### config.mk
export PLATFORM = sky130hd
export DESIGN_NAME = multichannel_accumulator_pwm_core
export DESIGN_NICKNAME = d
export VERILOG_FILES = /design/src/rtl/mapwm_pkg.sv /design/src/rtl/mapwm_ram.sv /design/src/rtl/mapwm_engine.sv /design/src/rtl/multichannel_accumulator_pwm_core.sv
export VERILOG_INCLUDE_DIRS = /design/src /design/src/rtl
export SDC_FILE = /design/constraint.sdc
export NUM_CORES = 1
export LEC_CHECK = 0
export CAP_MARGIN = 20
export CORE_UTILIZATION = 60
export DETAILED_ROUTE_END_ITERATION = 7
export DONT_BUFFER_PORTS = 1
export PLACE_DENSITY = 0.76
export REMOVE_ABC_BUFFERS = 1
export SYNTH_ARGS = -nofsm -noshare
export SYNTH_HDL_FRONTEND = slang
export SYNTH_SLANG_ARGS = --single-unit
### constraint.sdc
create_clock -name clk -period 14.25 [get_ports clk]
set_clock_uncertainty 0.1 [all_clocks]
set_input_delay 2.85 -clock clk [delete_from_list [all_inputs] [get_ports clk]]
set_output_delay 2.85 -clock clk [all_outputs]
set_load 0.05 [all_outputs]
### src/rtl/multichannel_accumulator_pwm_core_defines.svh
// Assertion macros used by the multichannel accumulator PWM engine.
`ifndef MULTICHANNEL_ACCUMULATOR_PWM_CORE_DEFINES_SVH
`define MULTICHANNEL_ACCUMULATOR_PWM_CORE_DEFINES_SVH

`ifndef NO_ASSERTIONS

// The consequent must hold in the same cycle as the antecedent.
`define MAPWM_ASSERT_SAME(lbl, ante, cons, msg) \
  lbl: assert property (@(posedge clk) disable iff (rst) (ante) |-> (cons)) \
    else $error(msg);

// The consequent must hold in the cycle after the antecedent.
`define MAPWM_ASSERT_NEXT(lbl, ante, cons, msg) \
  lbl: assert property (@(posedge clk) disable iff (rst) (ante) |=> (cons)) \
    else $error(msg);

`else

`define MAPWM_ASSERT_SAME(lbl, ante, cons, msg)
`define MAPWM_ASSERT_NEXT(lbl, ante, cons, msg)

`endif

`endif

### src/rtl/mapwm_pkg.sv
// Types and constants shared by the multichannel accumulator PWM modules.
`timescale 1ns / 1ps

package mapwm_pkg;

  localparam int ACTIVE_W   = 5;
  localparam int PERIOD_W   = 16;
  localparam int CHANNEL_W  = 4;
  localparam int DUTY_W     = 16;
  localparam int CFG_INDEX_W = 2;
  localparam int CFG_DATA_W  = 16;

  localparam logic OP_TICK     = 1'b0;
  localparam logic OP_SET_DUTY = 1'b1;

  localparam logic [CFG_INDEX_W-1:0] CFG_ACTIVE = 2'd0;
  localparam logic [CFG_INDEX_W-1:0] CFG_PERIOD = 2'd1;

  localparam logic [ACTIVE_W-1:0] ACTIVE_RESET = 5'd16;
  localparam logic [PERIOD_W-1:0] PERIOD_RESET = 16'd256;

  typedef struct packed {
    logic                 operation;
    logic [CHANNEL_W-1:0] channel;
    logic [DUTY_W-1:0]    duty;
  } item_t;

  typedef struct packed {
    logic [CHANNEL_W-1:0] out_channel;
    logic                 pulse;
    logic                 last;
  } result_t;

  typedef struct packed {
    logic [ACTIVE_W-1:0] active_channels;
    logic [PERIOD_W-1:0] period_steps;
  } cfg_t;

endpackage

### src/rtl/mapwm_ram.sv
// Synchronous single-write, single-read memory with per-entry written flags.
`timescale 1ns / 1ps

module mapwm_ram #(
  parameter int DEPTH = 16,
  parameter int WIDTH = 16,
  parameter int AW    = (DEPTH > 1) ? $clog2(DEPTH) : 1
) (
  input  logic             clk,
  input  logic             rst,
  input  logic             we,
  input  logic [AW-1:0]    waddr,
  input  logic [WIDTH-1:0] wdata,
  input  logic             re,
  input  logic [AW-1:0]    raddr,
  output logic [WIDTH-1:0] rdata
);

  logic [WIDTH-1:0] mem [DEPTH];
  logic [DEPTH-1:0] written;
  logic [WIDTH-1:0] rd_word;
  logic             rd_written;

  always_ff @(posedge clk) begin
    if (we) begin
      mem[waddr] <= wdata;
    end
  end

  // An entry that has not been written since reset reads as zero.
  always_ff @(posedge clk) begin
    if (rst) begin
      written <= '0;
    end else if (we) begin
      written[waddr] <= 1'b1;
    end
  end

  always_ff @(posedge clk) begin
    if (re) begin
      rd_word    <= mem[raddr];
      rd_written <= written[raddr];
    end
  end

  assign rdata = rd_written ? rd_word : '0;

endmodule

### src/rtl/mapwm_engine.sv
// Channel walker: duty and accumulator memories, read-modify-write stage and result register.
`timescale 1ns / 1ps
`include "multichannel_accumulator_pwm_core_defines.svh"

module mapwm_engine #(
  parameter int MAX_CHANNELS = 16,
  parameter int COUNT_WIDTH  = 16
) (
  input  logic               clk,
  input  logic               rst,
  input  mapwm_pkg::cfg_t    cfg,
  input  logic               item_valid,
  output logic               item_ready,
  input  mapwm_pkg::item_t   item,
  output logic               result_valid,
  input  logic               result_ready,
  output mapwm_pkg::result_t result
);

  import mapwm_pkg::*;

  localparam int AW   = (MAX_CHANNELS > 1) ? $clog2(MAX_CHANNELS) : 1;
  localparam int CNW  = $clog2(MAX_CHANNELS + 1);
  localparam int CMPW = (CNW > ACTIVE_W) ? CNW : ACTIVE_W;
  localparam int SATW = (COUNT_WIDTH > DUTY_W) ? COUNT_WIDTH : DUTY_W;
  localparam int SUMW = (COUNT_WIDTH + 1 > PERIOD_W) ? COUNT_WIDTH + 1 : PERIOD_W;
  localparam logic [COUNT_WIDTH-1:0] CNT_MASK = '1;

  logic [CMPW-1:0]        act_ext;
  logic [CNW-1:0]         n_active;
  logic [CNW-1:0]         rem;
  logic                   s1_vld;
  logic [AW-1:0]          s1_addr;
  logic [AW-1:0]          rd_addr;
  logic                   accept;
  logic                   issue;
  logic                   s1_fire;
  logic                   ch_in_range;
  logic                   set_we;
  logic [DUTY_W-1:0]      duty_lim;
  logic [SATW-1:0]        duty_sat;
  logic [COUNT_WIDTH-1:0] duty_q;
  logic [COUNT_WIDTH-1:0] acc_q;
  logic [COUNT_WIDTH-1:0] acc_new;
  logic [SUMW-1:0]        sum;
  logic [SUMW-1:0]        sum_sub;
  logic                   pulse_new;

  always_comb begin
    act_ext  = CMPW'(cfg.active_channels);
    n_active = (act_ext > CMPW'(MAX_CHANNELS)) ? CNW'(MAX_CHANNELS) : CNW'(act_ext);
  end

  // A new item is taken only once the previous tick has left the compute stage.
  assign item_ready = (rem == '0) && !s1_vld;
  assign accept     = item_valid && item_ready;

  assign ch_in_range = CMPW'(item.channel) < CMPW'(MAX_CHANNELS);
  assign set_we      = accept && (item.operation == OP_SET_DUTY) && ch_in_range;

  always_comb begin
    duty_lim = (item.duty < cfg.period_steps) ? item.duty : cfg.period_steps;
    duty_sat = (SATW'(duty_lim) > SATW'(CNT_MASK)) ? SATW'(CNT_MASK) : SATW'(duty_lim);
  end

  // The read data register holds while the compute stage is stalled, as no new read is issued.
  assign s1_fire = s1_vld && (!result_valid || result_ready);
  assign issue   = (rem != '0) && (!s1_vld || s1_fire);
  assign rd_addr = AW'(rem - 1'b1);

  always_comb begin
    sum       = SUMW'(acc_q) + SUMW'(duty_q);
    pulse_new = sum >= SUMW'(cfg.period_steps);
    sum_sub   = pulse_new ? sum - SUMW'(cfg.period_steps) : sum;
    acc_new   = (sum_sub > SUMW'(CNT_MASK)) ? CNT_MASK : COUNT_WIDTH'(sum_sub);
  end

  mapwm_ram #(
    .DEPTH (MAX_CHANNELS),
    .WIDTH (COUNT_WIDTH),
    .AW    (AW)
  ) u_duty_ram (
    .clk   (clk),
    .rst   (rst),
    .we    (set_we),
    .waddr (AW'(item.channel)),
    .wdata (COUNT_WIDTH'(duty_sat)),
    .re    (issue),
    .raddr (rd_addr),
    .rdata (duty_q)
  );

  mapwm_ram #(
    .DEPTH (MAX_CHANNELS),
    .WIDTH (COUNT_WIDTH),
    .AW    (AW)
  ) u_acc_ram (
    .clk   (clk),
    .rst   (rst),
    .we    (s1_fire),
    .waddr (s1_addr),
    .wdata (acc_new),
    .re    (issue),
    .raddr (rd_addr),
    .rdata (acc_q)
  );

  always_ff @(posedge clk) begin
    if (rst) begin
      rem          <= '0;
      s1_vld       <= 1'b0;
      result_valid <= 1'b0;
    end else begin
      if (accept && (item.operation == OP_TICK)) begin
        rem <= n_active;
      end else if (issue) begin
        rem <= rem - 1'b1;
      end
      if (issue) begin
        s1_vld <= 1'b1;
      end else if (s1_fire) begin
        s1_vld <= 1'b0;
      end
      if (s1_fire) begin
        result_valid <= 1'b1;
      end else if (result_ready) begin
        result_valid <= 1'b0;
      end
    end
  end

  always_ff @(posedge clk) begin
    if (issue) begin
      s1_addr <= rd_addr;
    end
    if (s1_fire) begin
      result.out_channel <= CHANNEL_W'(s1_addr);
      result.pulse       <= pulse_new;
      result.last        <= (s1_addr == '0);
    end
  end

  `MAPWM_ASSERT_NEXT(a_tick_starts_walk, accept && item.operation == OP_TICK && n_active != '0, rem != '0, "A tick with active channels did not start a walk.")
  `MAPWM_ASSERT_NEXT(a_stage_holds, s1_vld && !s1_fire, s1_vld && $stable(s1_addr), "A stalled compute stage lost its channel.")
  `MAPWM_ASSERT_NEXT(a_last_ends_walk, s1_fire && s1_addr == '0, rem == '0 && !s1_vld, "Work remained after channel zero was delivered.")
  `MAPWM_ASSERT_SAME(a_zero_is_final, s1_vld && s1_addr == '0, rem == '0, "Channel zero was read before the walk ended.")

endmodule

### src/rtl/multichannel_accumulator_pwm_core.sv
// Top level of the multichannel accumulator PWM: configuration registers and the channel walker.
//
//  Channel   Signals                                   Carries
//  item      item_valid / item_ready / item            tick or set-duty command
//  result    result_valid / result_ready / result      one pulse bit per channel
//  cfg       cfg_valid / cfg_ready / cfg_index, data   register write
//
// A set-duty item, or a tick with no active channels, is finished once transferred. A tick
// over N active channels issues one memory read per cycle unless the result register stalls,
// reading channels N - 1 down to zero from the registered duty and accumulator memories;
// the next item is taken after channel zero leaves the compute stage.
// A stalled result register holds back the read pipeline but loses nothing.
// Reset clears the per-entry written flags, so no clearing pass is needed.
`timescale 1ns / 1ps

module multichannel_accumulator_pwm_core #(
  parameter int MAX_CHANNELS = 16,
  parameter int COUNT_WIDTH  = 16
) (
  input  logic                                 clk,
  input  logic                                 rst,
  input  logic                                 item_valid,
  output logic                                 item_ready,
  input  mapwm_pkg::item_t                     item,
  output logic                                 result_valid,
  input  logic                                 result_ready,
  output mapwm_pkg::result_t                   result,
  input  logic                                 cfg_valid,
  output logic                                 cfg_ready,
  input  logic [mapwm_pkg::CFG_INDEX_W-1:0]    cfg_index,
  input  logic [mapwm_pkg::CFG_DATA_W-1:0]     cfg_data
);

  import mapwm_pkg::*;

  cfg_t cfg;

  assign cfg_ready = 1'b1;

  // Writes to an index beyond the register list are accepted and dropped.
  always_ff @(posedge clk) begin
    if (rst) begin
      cfg.active_channels <= ACTIVE_RESET;
      cfg.period_steps    <= PERIOD_RESET;
    end else if (cfg_valid) begin
      case (cfg_index)
        CFG_ACTIVE: cfg.active_channels <= ACTIVE_W'(cfg_data);
        CFG_PERIOD: cfg.period_steps    <= PERIOD_W'(cfg_data);
        default: ;
      endcase
    end
  end

  mapwm_engine #(
    .MAX_CHANNELS (MAX_CHANNELS),
    .COUNT_WIDTH  (COUNT_WIDTH)
  ) u_engine (
    .clk          (clk),
    .rst          (rst),
    .cfg          (cfg),
    .item_valid   (item_valid),
    .item_ready   (item_ready),
    .item         (item),
    .result_valid (result_valid),
    .result_ready (result_ready),
    .result       (result)
  );

endmodule
==> results of run 1 <==
-- sequential cells by signal, indices dropped and copies added (netlist names) --
| name | flops |
|---|---|
| u_engine.u_acc_ram.mem | 256 |
| u_engine.u_duty_ram.mem | 256 |
| cfg | 21 |
| u_engine.u_acc_ram.rd_word | 16 |
| u_engine.u_acc_ram.written | 16 |
| u_engine.u_duty_ram.rd_word | 16 |
| u_engine.u_duty_ram.written | 16 |
| u_engine.result | 6 |
| u_engine.rem | 5 |
| u_engine.s1_addr | 4 |
| u_engine.result_valid | 1 |
| u_engine.s1_vld | 1 |
| u_engine.u_acc_ram.rd_written | 1 |
| u_engine.u_duty_ram.rd_written | 1 |
-- synthesized netlist by cell type, drive strengths merged, types with 7 or more instances --
library cell  count  area share
a211oi            7      0.0023
nor2b             8      0.0023
o21ai            20      0.0039
and2             33      0.0081
a21o             12      0.0036
mux2             17      0.0075
inv              28      0.0041
mux2i             8      0.0032
nand2b           13      0.0032
dfxtp            60       0.047
ha               49       0.024
nor2            112       0.017
nor3             17      0.0034
o211ai           11      0.0033
nand2            59      0.0087
a21oi            40      0.0079
buf              22      0.0048
xnor2            20      0.0069
o21ba            10      0.0039
nand3             8      0.0016
nand3b            7      0.0021
clkbuf           34      0.0050
mux4            170        0.15
edfxtp          556        0.66
-- stage by stage --
step	area (sq um)	total power, mW	setup WS (ps)	instances	hold slack [ps]
after global placement	26300	5.84	8450	1885	344
final	28200	7.48	8520	1999	368
after detailed placement	26300	5.94	8450	1885	357
after global routing	28200	7.79	8060	1999	386
after CTS	28100	7.47	8540	1994	369
after floorplan	25100	5.22	3540	1315	335
-- power by group through the flow --
stage	logic, mW	clock network (mW)	registers (mW)
final	2.81	1.53	3.14
after global routing	3.02	1.61	3.16
after CTS	2.77	1.55	3.15
after detailed placement	2.76	0	3.18
after global placement	2.67	0	3.17
after floorplan	2.04	0	3.18
-- cells in the final DEF (no fill, tap or decap), types with 9 or more instances in the layout --
| master | instances |
|---|---|
| edfxtp_1 | 556 |
| xnor2_1 | 19 |
| ha_1 | 48 |
| o21ai_0 | 19 |
| inv_1 | 26 |
| buf_4 | 40 |
| nand2_1 | 59 |
| mux2_2 | 17 |
| nand2b_1 | 13 |
| o21ba_2 | 10 |
| o211ai_1 | 11 |
| clkbuf_16 | 59 |
| mux4_2 | 170 |
| nor2_2 | 21 |
| clkinv_2 | 14 |
| a21o_1 | 12 |
| nor2_1 | 88 |
| a21oi_1 | 40 |
| clkbuf_1 | 16 |
| nor3_1 | 9 |
| dfxtp_1 | 59 |
| and2_1 | 33 |
-- worst max-delay path by stage --
| stage | to | slack [ps] | cells past startpoint |
|---|---|---|---|
| after floorplan | u_engine.u_acc_ram.rd_written$_DFFE_PP_ | 3540 | 4 |
| after global placement | u_engine.u_duty_ram.mem[0][0]$_DFFE_PP_ | 8450 | 8 |
| after detailed placement | u_engine.u_duty_ram.mem[11][4]$_DFFE_PP_ | 8450 | 8 |
| after CTS | u_engine.u_acc_ram.mem[7][0]$_DFFE_PP_ | 8540 | 19 |
| after global routing | u_engine.u_acc_ram.mem[7][0]$_DFFE_PP_ | 8060 | 19 |
| final | u_engine.u_acc_ram.mem[7][0]$_DFFE_PP_ | 8520 | 19 |
-- area by class of cell --
class,instances,area [sq um]
clock buffers,82,1630
clock inverters,27,264
fillers,2571,13100
inverters,28,105
multi-input cells,671,7280
flip-flops and latches,616,17900
well taps,532,666
repair buffers,43,352
-- kinds of logic (layout without fill, tap and decap cells) --
kind of cell,count (synthesis),after routing,share of synthesized area
compound gates,129,129,0.0351
buf+inv,84,180,0.0140
xor+xnor,24,24,0.00829
mux,195,195,0.162
simple gates,271,271,0.0497
flops,616,616,0.705
fa+ha+maj,51,51,0.0257
other cells,1,1,0.000148
-- worst register-to-register path, delay by kind of cell, from the launching register on --
| kind | cells | cell delay (ps) |
|---|---|---|
| multiplexers | 1 | 200 |
| flip-flops | 1 | 580 |
| adder cells (fa/ha/maj) | 3 | 990 |
| AO/OA/AOI/OAI | 8 | 1780 |
| XOR/XNOR | 1 | 160 |
| AND/OR/NAND/NOR | 5 | 1400 |
| buffers and inverters | 1 | 230 |
-- metal layers --
layer  part of all wire  track usage  vias to the layer above  wire [um]
met5                  0            0                        -          0
met4              0.029       0.0953                        0       1630
met3              0.092       0.0464                      120       5240
met2               0.49        0.434                      743      27800
met1               0.39        0.378                     6852      22100
li1                   -            -                     5588          -
==> summary.txt, run 1 <==
Synthesis
  – Register area share after synthesis: 0.705
  – Post-synth EDFFs: 556
  – Avg Inst Size Synth: 18.5 sq um
  – Ys Warns: 0
  – Post-synth top flop: edfxtp_1
  – Distinct cell type count after synthesis: 60
  – Synth Register Bits: 616
  – Mapped Cells: 1371
  – Post-synth ARST share: 0
  – Post-synthesis cell area: 0.0254 sq mm

Floorplanning
  – Initial Utilization: 0.614
  – Die area: 0.0431 sq mm
  – Cell row count: 74
  – Die width: 208 um
  – Die Ht: 208 um
  – Area of the core: 0.0413 sq mm
  – Io pins: 53

Layout
  – Nets@finish: 1513
  – Layout cells sized above 1: 0.253
  – Area delta synth->final: 11.2%
  – Antenna fix cells: 0
  – Util after Layout: 0.683

Setup path
  – Reg2reg start: u_engine.u_acc_ram.rd_written$_DFFE_PP_
  – Critical Path Slowest Stage Cell: edfxtp_1
  – Reg2reg path depth: 19
  – Kind of critical path: reg -> reg
  – WP buf/inv: 1
  – Crit-path leading delay family: compound AO/OA/AOI/OAI gates
  – Startpoint types: flip-flop
  – CP Max Fanout: 23
  – Slowest cell delay on critical path: 580 ps
  – RR Endpoint: u_engine.u_acc_ram.mem[7][0]$_DFFE_PP_
  – Worst EP required: 14470 ps
  – Crit path capture type: flip-flop
  – Worst path arrival time: 5960 ps
  – Reg-to-reg setup timing slack: 8520 ps
  – CP Launch Point: u_engine.u_acc_ram.rd_written$_DFFE_PP_
  – Worst-path cell chain: and2_1 -> ha_1 -> fa_1 -> a211oi_1 -> nor2_1 -> o41ai_2 -> nor2b_1 -> a31oi_1 -> xnor2_1 -> ha_1 -> a21oi_1 -> o221ai_1 -> a21oi_1 -> o211ai_1 -> a221o_1 -> nor2b_4 -> inv_2 -> mux2i_1 -> nand2b_1

Pwr
  – Logic pwr share: 0.376
  – Peak supply drop: 0.000488 V
  – Switch share: 0.335
  – Switching Power: 2.51 mW
  – Sequential share of power: 0.419
  – Static leakage: 9.23 nW
  – Clock power frac: 0.205
  – Int Pwr: 4.98 mW
  – Pwr Density: 265 mW/mm^2

Detailed routing
  – Drt total wl: 56.7 mm
  – First drt pass iteration count: 5
  – Vias/cell: 6.65
  – Vias: 13300
  – Initial DRC count: 1552
  – Routed Antenna Nets: 0
  – DRC errors left: 0
  – WL per Instance: 28.4 um

Clock network
  – CTS root buf: clkbuf_16
  – CTS Buf Count: 58
  – Post-CTS Hold Buffers: 0
  – PostCTS Resize Cnt: 0
  – CTS tree: built
  – Clk pin slew, worst setup/hold paths: 60 ps
  – Clock Latency Late Sink: 610 ps
  – CTS Buffer Depth: 3
  – Clock Sinks: 616
  – Post-CTS Setup Bufs: 0
  – H-tree Lvls: 2

Hold path
  – Hold path cells: 2
  – HP Class: reg -> reg
  – Hold Startpoint: u_engine.u_duty_ram.written[14]$_SDFFE_PP0P_
  – Worst hold path endpoint: u_engine.u_duty_ram.written[14]$_SDFFE_PP0P_

STA
  – FMAX: 174 MHz
  – # setup viols final: 0
  – Period minus WS final: 5730 ps
  – RSZ-0062 raised after global routing: no
  – Final hold vios: 0
  – Final number of max-transition violations: 0
  – Final Cycle Share: 0.402
  – Setup TNS: 0 ps
  – Slew margin rel.: 0.225
  – Slew of the pin with the lowest slew margin: 1160 ps

GRT
  – GR Overflow Total: 0
  – Vias in the first global route: 13600
  – First-pass GRT wire length: 84.3 mm
  – Largest net degree at the start of global routing: 117
  – Initial antenna violation count: 0
  – All-Layer GR Usage: 0.269

Place
  – RePlAce Congestion: 0.848
  – Port buffer count: 0
  – HPWL after detailed placement: 32.3 mm

Outcome
  – Status: finished, final reports clean

Run
  – Max cap viols: 0
(Power assumes the default switching activity.)
==> run 2, diff against run 1 <==
Settings changed: ABC_AREA set to 1.
Clock period 14.25 ns to 5.8 ns, I/O delays scaled along.
==> run 2 against run 1 <==
Compared with the run above:
- final cell count up 52%
- die area up 6.1%
- via count up 42%
- sequential share of layout area down 2.3 points
- largest cell class unchanged
- global-route usage up 3.9 points
- critical endpoint is now u_engine.u_acc_ram.mem[8][3]$_DFFE_PP_
- critical path type unchanged
- sequential cell count unchanged
- clock-buffer cell count down 2
==> summary.txt, run 2 <==
Outcome
  – Status: finished, final reports clean (unchanged)

Layout
  – Most frequent cells in the layout: 556 x edfxtp_1, 353 x nand2_1, 334 x nor2_1 (was 556 x edfxtp_1, 170 x mux4_2, 88 x nor2_1)
  – Non-Filler Instances: 3042 (was 1999)
  – Most common cell after layout, fill and taps aside: edfxtp_1 (unchanged)
  – Antenna fix cells: 0 (unchanged)
  – Layout cells sized above 1: 0.0645 (was 0.253)
  – Util after Layout: 0.662 (was 0.683)
  – Nets@finish: 2495 (was 1513)
  – Design Area, Final: 0.0293 sq mm (was 0.0282 sq mm)
  – Largest regs: u_engine.u_acc_ram.mem (256), u_engine.u_duty_ram.mem (256), cfg (21) (unchanged)
  – Area delta synth->final: 8.72% (was 11.2%)
  – Fillers: 3205 (was 2571)

Setup path
  – Reg2reg path depth: 21 (was 19)
  – Critical Path Slowest Stage Cell: edfxtp_1 (unchanged)
  – Kind of critical path: reg -> reg (unchanged)
  – Crit path capture type: flip-flop (unchanged)
  – Slowest cell delay on critical path: 640 ps (was 580 ps)
  – Worst path arrival time: 4860 ps (was 5960 ps)
  – Startpoint types: flip-flop (unchanged)
  – CP most frequent cell: nand2_1
  – Worst-path cell chain: nand2_1 -> inv_1 -> ha_1 -> fa_1 -> nand2_1 -> nand2_1 -> nand3_1 -> nand2_1 -> xor2_1 -> inv_1 -> ha_1 -> nand2_2 -> inv_1 -> a21oi_1 -> nand2_1 -> nand2_2 -> nand2_2 -> nand2_4 -> nand2_4 -> nand3_4 -> nand3_1 (was and2_1 -> ha_1 -> fa_1 -> a211oi_1 -> nor2_1 -> o41ai_2 -> nor2b_1 -> a31oi_1 -> xnor2_1 -> ha_1 -> a21oi_1 -> o221ai_1 -> a21oi_1 -> o211ai_1 -> a221o_1 -> nor2b_4 -> inv_2 -> mux2i_1 -> nand2b_1)
  – CP Max Fanout: 18 (was 23)
  – Worst EP required: 5890 ps (was 14470 ps)

Synthesis
  – Post-synth ARST share: 0 (unchanged)
  – Register area share after synthesis: 0.665 (was 0.705)
  – Synth Register Bits: 616 (unchanged)
  – Mapped Cells: 2442 (was 1371)
  – Area contributors post-synth: edfxtp_1 62%, o21ai_0 5.5%, nand2_1 4.9%, nor2_1 4.9%, dfxtp_1 4.5% (was edfxtp_1 66%, mux4_2 15%, dfxtp_1 4.7%, ha_1 2.4%, nor2_1 1.7%)
  – Post-synthesis cell area: 0.0269 sq mm (was 0.0254 sq mm)
  – Cell with the most instances after synthesis: edfxtp_1 (unchanged)
  – Ys Warns: 0 (unchanged)
  – Avg Inst Size Synth: 11.0 sq um (was 18.5 sq um)
  – Top cell type's share of synthesized area: 0.620 (was 0.658)
  – Distinct cell type count after synthesis: 45 (was 60)
  – Post-synth top area cell: edfxtp_1 (unchanged)
  – Synth top cells by count: 556 x edfxtp_1, 353 x nand2_1, 350 x nor2_1 (was 556 x edfxtp_1, 170 x mux4_2, 112 x nor2_1)
  – Post-synth EDFFs: 556 (unchanged)
  – Post-synth top flop: edfxtp_1 (unchanged)

Detailed routing
  – WL per Instance: 23.1 um (was 28.4 um)
  – Vias: 18900 (was 13300)
  – Routed Antenna Nets: 0 (unchanged)
  – Initial DRC count: 2381 (was 1552)
  – First drt pass iteration count: 6 (was 5)
  – DRC errors left: 0 (unchanged)
  – Drt total wl: 70.4 mm (was 56.7 mm)
  – Vias/cell: 6.22 (was 6.65)

Floorplanning
  – Area of the core: 0.0442 sq mm (was 0.0413 sq mm)
  – Die area: 0.0457 sq mm (was 0.0431 sq mm)
  – Die Ht: 214 um (was 208 um)
  – Io pins: 53 (unchanged)
  – Cell row count: 77 (was 74)
  – Die width: 214 um (was 208 um)
  – Initial Utilization: 0.609 (was 0.614)

GRT
  – GR Overflow Total: 0 (unchanged)
  – Largest net degree at the start of global routing: 205 (was 117)
  – Vias in the first global route: 17900 (was 13600)
  – Initial antenna violation count: 0 (unchanged)
  – All-Layer GR Usage: 0.308 (was 0.269)
  – First-pass GRT wire length: 103 mm (was 84.3 mm)

Clock network
  – Clk pin slew, worst setup/hold paths: 60 ps (about the same)
  – Clock Latency Late Sink: 630 ps (was 610 ps)
  – CTS Buffer Depth: 3 (unchanged)
  – PostCTS Resize Cnt: 0 (unchanged)
  – Post-CTS Hold Buffers: 0 (unchanged)
  – CTS Buf Count: 60 (was 58)
  – Post-CTS Setup Bufs: 0 (unchanged)
  – CTS tree: built (unchanged)
  – CTS root buf: clkbuf_16 (unchanged)
  – Clock Sinks: 616 (unchanged)
  – H-tree Lvls: 2 (unchanged)

Place
  – RePlAce Congestion: 1.03 (was 0.848)
  – HPWL after detailed placement: 42.4 mm (was 32.3 mm)
  – Placed instance count: 2930 (was 1885)
  – Placed inst area: 0.0274 sq mm (was 0.0263 sq mm)
  – Port buffer count: 0 (unchanged)

STA
  – RSZ-0062 raised after global routing: no (unchanged)
  – FMAX: 210 MHz (was 174 MHz)
  – Final hold vios: 0 (unchanged)
  – Final number of max-transition violations: 0 (unchanged)
  – Min Hold Slack: 340 ps (was 368 ps)
  – Slew margin rel.: 0.232 (was 0.225)
  – Period minus WS final: 4770 ps (was 5730 ps)
  – Final Cycle Share: 0.822 (was 0.402)
  – # setup viols final: 0 (unchanged)
  – Slew of the pin with the lowest slew margin: 1150 ps (was 1160 ps)

Run
  – Max cap viols: 0 (unchanged)

Hold path
  – HP Class: reg -> reg (unchanged)
  – Hold path cells: 2 (unchanged)
==> run 2: cell families (layout without fill, tap and decap cells) <==
| logic type | after synthesis | after routing | share of synthesized area |
|---|---|---|---|
| and+or+nand+nor | 842 | 842 | 0.128 |
| buffers and inverters | 347 | 355 | 0.0512 |
| other | 1 | 1 | 0.000139 |
| AOI/OAI and AO/OA | 566 | 566 | 0.124 |
| DFF | 616 | 616 | 0.665 |
| adders and majority gates | 51 | 51 | 0.0243 |
| xor gates and xnor gates | 18 | 18 | 0.00641 |
| muxes | 1 | 1 | 0.000372 |
==> run 2: per-layer routing <==
layer,share of wire,up-vias,global-route usage
met5,0,-,0
met4,0.031,0,0.127
met3,0.11,142,0.0533
met2,0.46,1064,0.471
met1,0.40,9159,0.441
li1,-,8561,-
==> run 2: final timing paths <==
path	startpoint	to	slack, ps
hold / removal	u_engine.u_duty_ram.written[11]$_SDFFE_PP0P_	u_engine.u_duty_ram.written[11]$_SDFFE_PP0P_	340
hold reg to reg	u_engine.u_duty_ram.written[11]$_SDFFE_PP0P_	u_engine.u_duty_ram.written[11]$_SDFFE_PP0P_	340
setup reg to reg	u_engine.u_acc_ram.rd_written$_DFFE_PP_	u_engine.u_acc_ram.mem[8][3]$_DFFE_PP_	1030
setup / recovery	u_engine.u_acc_ram.rd_written$_DFFE_PP_	u_engine.u_acc_ram.mem[8][3]$_DFFE_PP_	1030
==> run 2: cell type report <==
class,count,area (sq um),share of cell area
Clock buffer,80,1640,0.0560
Timing Repair Buffer,27,240,0.00821
Clock inverter,32,218,0.00744
Inverter,216,820,0.0280
Tap cell,592,741,0.0253
Sequential cell,616,17900,0.612
Multi-Input combinational cell,1479,7710,0.263
==> run 2: worst max-delay path: cells and delay by family, from the launching register on <==
family / cells / cell delay (ps)
and+or+nand+nor: 13 / 1940
adders and majority gates: 3 / 1060
DFF: 1 / 640
xor gates and xnor gates: 1 / 210
buffers and inverters: 3 / 190
AOI/OAI and AO/OA: 1 / 180
==> run 2: per-stage QoR <==
step / setup WS (ps) / setup TNS (ps)
finish: 1030 / 0
global route: 618 / 0
CTS: 1070 / 0
detailed placement: 1120 / 0
global placement: 1240 / 0
floorplan: -6820 / -1470870
Power of run 2 is left out: the tool's default activity adds up to more than one toggle a clock period on the data nets, which glitch-free logic cannot reach.
